===== config.mk =====
export PLATFORM = sky130hd
export DESIGN_NAME = fvs_ctrl
export DESIGN_NICKNAME = d
export VERILOG_FILES = /design/src/rtl/core/scoped_fnv_id_stack_with_collisions_unit_assert.svh /design/src/rtl/core/fvs_pkg.sv /design/src/rtl/core/fvs_ctrl.sv
export SDC_FILE = /design/constraint.sdc
export NUM_CORES = 1
export LEC_CHECK = 0
export ABC_AREA = 1
export BUFFER_PORTS_ARGS = -buffer_cell sky130_fd_sc_hd__buf_4
export CAP_MARGIN = 30
export CORE_AREA = 2 2 62 64
export DETAILED_ROUTE_END_ITERATION = 16
export DIE_AREA = 0 0 64 66
export PLACE_DENSITY_LB_ADDON = 0.1
export REMOVE_ABC_BUFFERS = 1
export SETUP_SLACK_MARGIN = 0.1
export SLEW_MARGIN = 15
export SYNTH_ARGS = -nofsm -noshare
export SYNTH_HDL_FRONTEND = slang
export SYNTH_SLANG_ARGS = --single-unit

===== constraint.sdc =====
create_clock -name clk -period 4 [get_ports clk]
set_input_delay 0.6 -clock clk [delete_from_list [all_inputs] [get_ports clk]]
set_output_delay 0.6 -clock clk [all_outputs]
set_load 0.02 [all_outputs]

===== src/rtl/core/scoped_fnv_id_stack_with_collisions_unit_assert.svh =====
// Assertion macros for the scoped FNV id stack unit
`ifndef SCOPED_FNV_ID_STACK_WITH_COLLISIONS_UNIT_ASSERT_SVH
`define SCOPED_FNV_ID_STACK_WITH_COLLISIONS_UNIT_ASSERT_SVH

// antecedent implies consequent in the same cycle
`define FVS_ASSERT_SAME(label, ante, cons) \
  label: assert property (@(posedge clk) disable iff (rst) (ante) |-> (cons)) \
    else $error("fvs assertion failed");

// antecedent implies consequent in the next cycle
`define FVS_ASSERT_NEXT(label, ante, cons) \
  label: assert property (@(posedge clk) disable iff (rst) (ante) |=> (cons)) \
    else $error("fvs assertion failed");

`endif


===== src/rtl/core/fvs_pkg.sv =====
// Package: types, constants and hash helper for the scoped FNV id stack
`timescale 1ns / 1ps
`default_nettype none
package fvs_pkg;

  localparam int STACK_DEPTH_DEF     = 32;
  localparam int ISSUED_DEPTH_DEF    = 1024;
  localparam int COLLISION_DEPTH_DEF = 64;

  localparam logic [63:0] FNV_BASIS = 64'hCBF29CE484222325;

  // request op codes
  localparam logic [2:0] OP_BEGIN    = 3'd0;
  localparam logic [2:0] OP_PUSH_KEY = 3'd1;
  localparam logic [2:0] OP_PUSH_IDX = 3'd2;
  localparam logic [2:0] OP_POP      = 3'd3;
  localparam logic [2:0] OP_MAKE_KEY = 3'd4;
  localparam logic [2:0] OP_MAKE_IDX = 3'd5;

  typedef struct packed {
    logic [2:0]  op;
    logic [63:0] key_data;
    logic        last;
    logic        no_byte;
  } req_t;

  typedef struct packed {
    logic [63:0] id_value;
    logic        duplicate;
    logic        new_collision;
    logic [6:0]  collision_count;
    logic        table_full;
    logic        stack_overflow;
  } rsp_t;

  // controller -> datapath commands
  typedef struct packed {
    logic load;
    logic clear;
    logic key_absorb;
    logic idx_absorb;
    logic push;
    logic pop;
    logic pop_load;
    logic make;
    logic iss_init;
    logic iss_step;
    logic iss_add;
    logic col_init;
    logic col_step;
    logic col_add;
    logic emit;
  } cmd_t;

  // datapath -> controller status
  typedef struct packed {
    logic last_idx_byte;
    logic iss_done;
    logic iss_found;
    logic col_done;
    logic col_found;
    logic track;
  } sts_t;

  // one FNV-1a step; the prime is 2^40 + 0x1B3, done as shifts and adds
  function automatic logic [63:0] fnv_absorb(input logic [63:0] h, input logic [7:0] b);
    logic [63:0] x;
    x = h ^ {56'd0, b};
    return x + (x << 1) + (x << 4) + (x << 5) + (x << 7) + (x << 8) + (x << 40);
  endfunction

  function automatic logic [63:0] fold_zero(input logic [63:0] h);
    return (h == 64'd0) ? 64'd1 : h;
  endfunction

endpackage
`default_nettype wire


===== src/rtl/core/fvs_ctrl.sv =====
// Controller state machine for the scoped FNV id stack
`timescale 1ns / 1ps
`default_nettype none
module fvs_ctrl
  import fvs_pkg::*;
(
  input  wire logic clk,
  input  wire logic rst,
  input  wire logic start,
  input  wire logic [2:0] op,
  input  wire logic last,
  input  wire sts_t sts,
  output cmd_t      cmd,
  output logic      busy
);

  typedef enum logic [9:0] {
    S_IDLE  = 10'b0000000001,
    S_CLR   = 10'b0000000010,
    S_KEY   = 10'b0000000100,
    S_HASH  = 10'b0000001000,
    S_PUSH  = 10'b0000010000,
    S_POP   = 10'b0000100000,
    S_POPLD = 10'b0001000000,
    S_MAKE  = 10'b0010000000,
    S_ISRCH = 10'b0100000000,
    S_CSRCH = 10'b1000000000
  } state_t;

  state_t state, state_next;
  logic   mk, mk_next;
  logic   last_r, last_r_next;
  logic   emit_st, emit_st_next;

  assign busy = (state != S_IDLE) || emit_st;

  // next state and commands
  always_comb begin
    state_next   = state;
    mk_next      = mk;
    last_r_next  = last_r;
    emit_st_next = 1'b0;
    cmd          = '0;
    if (emit_st) begin
      cmd.emit = 1'b1;
    end
    case (state)
      S_IDLE: begin
        if (start && !emit_st) begin
          mk_next     = (op == OP_MAKE_KEY) || (op == OP_MAKE_IDX);
          last_r_next = last;
          case (op)
            OP_BEGIN: begin
              cmd.load = 1'b1; state_next = S_CLR;
            end
            OP_PUSH_KEY, OP_MAKE_KEY: begin
              cmd.load = 1'b1; state_next = S_KEY;
            end
            OP_PUSH_IDX, OP_MAKE_IDX: begin
              cmd.load = 1'b1; state_next = S_HASH;
            end
            OP_POP: begin
              cmd.load = 1'b1; state_next = S_POP;
            end
            default: state_next = S_IDLE;
          endcase
        end
      end
      S_CLR: begin
        cmd.clear = 1'b1; emit_st_next = 1'b1; state_next = S_IDLE;
      end
      S_KEY: begin
        cmd.key_absorb = 1'b1;
        if (last_r) begin
          state_next = mk ? S_MAKE : S_PUSH;
        end else begin
          state_next = S_IDLE;
        end
      end
      S_HASH: begin
        cmd.idx_absorb = 1'b1;
        if (sts.last_idx_byte) begin
          state_next = mk ? S_MAKE : S_PUSH;
        end
      end
      S_PUSH: begin
        cmd.push = 1'b1; emit_st_next = 1'b1; state_next = S_IDLE;
      end
      S_POP: begin
        cmd.pop = 1'b1; state_next = S_POPLD;
      end
      S_POPLD: begin
        cmd.pop_load = 1'b1; emit_st_next = 1'b1; state_next = S_IDLE;
      end
      S_MAKE: begin
        cmd.make = 1'b1;
        if (sts.track) begin
          cmd.iss_init = 1'b1; state_next = S_ISRCH;
        end else begin
          emit_st_next = 1'b1; state_next = S_IDLE;
        end
      end
      S_ISRCH: begin
        if (!sts.iss_done) begin
          cmd.iss_step = 1'b1;
        end else if (sts.iss_found) begin
          cmd.col_init = 1'b1; state_next = S_CSRCH;
        end else begin
          cmd.iss_add = 1'b1; emit_st_next = 1'b1; state_next = S_IDLE;
        end
      end
      S_CSRCH: begin
        if (!sts.col_done) begin
          cmd.col_step = 1'b1;
        end else begin
          cmd.col_add  = !sts.col_found;
          emit_st_next = 1'b1;
          state_next   = S_IDLE;
        end
      end
      default: state_next = S_IDLE;
    endcase
  end

  always_ff @(posedge clk) begin
    if (rst) begin
      state   <= S_IDLE;
      emit_st <= 1'b0;
    end else begin
      state   <= state_next;
      emit_st <= emit_st_next;
    end
    mk     <= mk_next;
    last_r <= last_r_next;
  end

endmodule
`default_nettype wire


==> out/results.ini <==
[global_route]
antenna_found_initial=0
grt_max_degree=10
overflow=0
grt_pass1_vias=932
grt_pass1_wl_um=4043
grtUsageTotal_pct=12.28

[drt]
num_vias=976
vias_per_cell=4.118
drc=0
dr.pass1.iters=4
drtIter0Drc=39
wirelength_um=2386
detail_route.wl_per_cell_um=10.07
drtAntennaViolNets=0

[yosys]
async_reset_ff_share_pct=0
postSynthCellCount=158
syn-mean-instance-area_um2=6.414
yosys-top-cells-area=dfxtp_1 (22%), inv_1 (13%), nand2_1 (12%)
synth_edf_count=2
yosys.area.top_type=dfxtp_1
yosysUniqueCellTypes=23
synth_ff_type=dfxtp_1
synth.yosys.seq_area_share_pct=27.65
syn-cell-area_um2=1013
ys_ff_latch=13
ys_warn_count=0
synth_top_area_share_pct=21.73

[finish]
multiInputGateArea_um2=586.8
diodes=0
mostFrequentLayoutCells=inv_1 (36), nand2_1 (32), buf_4 (28)
regArea_um2=280.3
fin_nets=203
finalCoreUtilization_pct=36.68
final_common_cell=inv_1
drive_above_1_share_pct=27.51
stdcell_area_um2=1303
synthToLayoutAreaGrowth_pct=28.52
fill_cells=408

[clocking]
clock_tree.htree_level_count=1
clock_sinks=13
hold_buffers=0
clk_latency_ns=0.27
clock-root-buffer=clkbuf_4
clock_path_buffers=2
postCtsSetupBuffers=0
cts_tree=done
numCtsBuffers=3
clkTransAtPathRegs_ns=0.08
ctsResizeCount=0

[place]
place.gp.congestion=0.8546
dpl.hpwl_um=2123
post_dp_cell_area_um2=1276
io_buffers=28

[worst_setup_path]
start_kind=flop
crit_path_end_kind=primary output
critPathRequiredTime_ns=3.40
path_max_fanout=6
cp_data_arrival_time_ns=1.58
path_class=flop to primary output

[floorplan]
dieArea_um2=4224
die-height_um=66
pin_count=29
start_util_pct=28.54
core-area_um2=3551
die_w_um=64
num_rows=22

[timing]
clock.fmax_mhz=458.8
finalCritPeriodShare_pct=54.48
layout_min_cycle_time_ns=2.179
slew_headroom_pct=81.48
finalMaxSlewViolations=0
hold_violations=0
setup_tns_ns=0
worst_slew_pin_slew_ns=0.2756
finClkSkew_ns=0.004929
rsz0062_at_grt=no
setup_viol=0

[power]
cellLeakagePower_uw=0.0007598
peakVddDrop_mv=0.3104
power_density_nw_per_um2=458.6

[flow_run]
maxCapViolCount=0

[min_path]
hold_class=input pin to flop

[run_status]
status=finished clean

-- sequential cells by signal (all words and copies together), names as in the netlist --
signal	count
last_r	1
mk	1
state	10
emit_st	1
-- report_power, final --
part | switching (uW) | internal (uW) | total, uW
Combinational | 219 | 123 | 342
Sequential | 21.4 | 156 | 177
Clock | 40.0 | 38.6 | 78.5
Total | 280 | 317 | 597
-- area by class of cell --
class                   count  share of cell area (%)
clock buffers               4                   2.017
flip-flops and latches     13                   21.52
inverters                  37                   10.66
multi-input cells         107                   45.05
repair buffers             28                   16.14
well taps                  48                   4.611
-- metrics by stage --
step	instances	hold slack [ns]	setup slack (ns)	power, uW
floorplan	157	0.4978	2.062	440.7
global placement	233	0.5313	2.139	523.5
detailed placement	233	0.5310	2.104	527.7
CTS	237	0.4903	1.789	609.5
global route	237	0.4876	1.624	657.5
finish	237	0.5015	1.821	597.3
-- logic make-up after synthesis --
| family | synth area share, % |
|---|---|
| AO/OA/AOI/OAI | 4.691 |
| buffers and inverters | 14.44 |
| flip-flops | 27.65 |
| AND/OR/NAND/NOR | 53.21 |
-- final timing paths --
kind,from,to,slack [ns],cells after the start
setup / recovery,state[6]$_SDFFE_PP0P_,cmd[14],1.82,8
hold / removal,last,last_r$_DFFE_PP_,0.50,1
setup reg to reg,state[6]$_SDFFE_PP0P_,last_r$_DFFE_PP_,2.49,7
hold reg to reg,mk$_DFFE_PP_,state[4]$_SDFFE_PP0P_,0.54,3
-- synthesized netlist by cell type, types with 2 or more instances --
master	count
nand3_1	12
a21oi_1	5
dfxtp_1	11
inv_1	36
nand3_2	3
edfxtp_1	2
nor3_1	3
o21ai_0	3
nand2_2	3
nor2_4	7
nand2_1	32
nand4_1	3
nand3b_1	2
nor2_1	25
nand2_4	3
-- layer usage --
layer	wire, um	global-route usage [%]
met5	0	0
met1	1023	14.20
met4	17	4.076
met3	141	2.385
met2	1205	22.53
-- critical path, stage by stage (launching register included) --
cell     delay [ns]
dfxtp_1        0.34
nor2_4         0.16
nand2_1        0.10
nor2_1         0.13
nand2_1        0.10
inv_2          0.10
nand2_1        0.11
nor3_2         0.11
buf_4          0.16
Power figures use the tool's default switching activity.
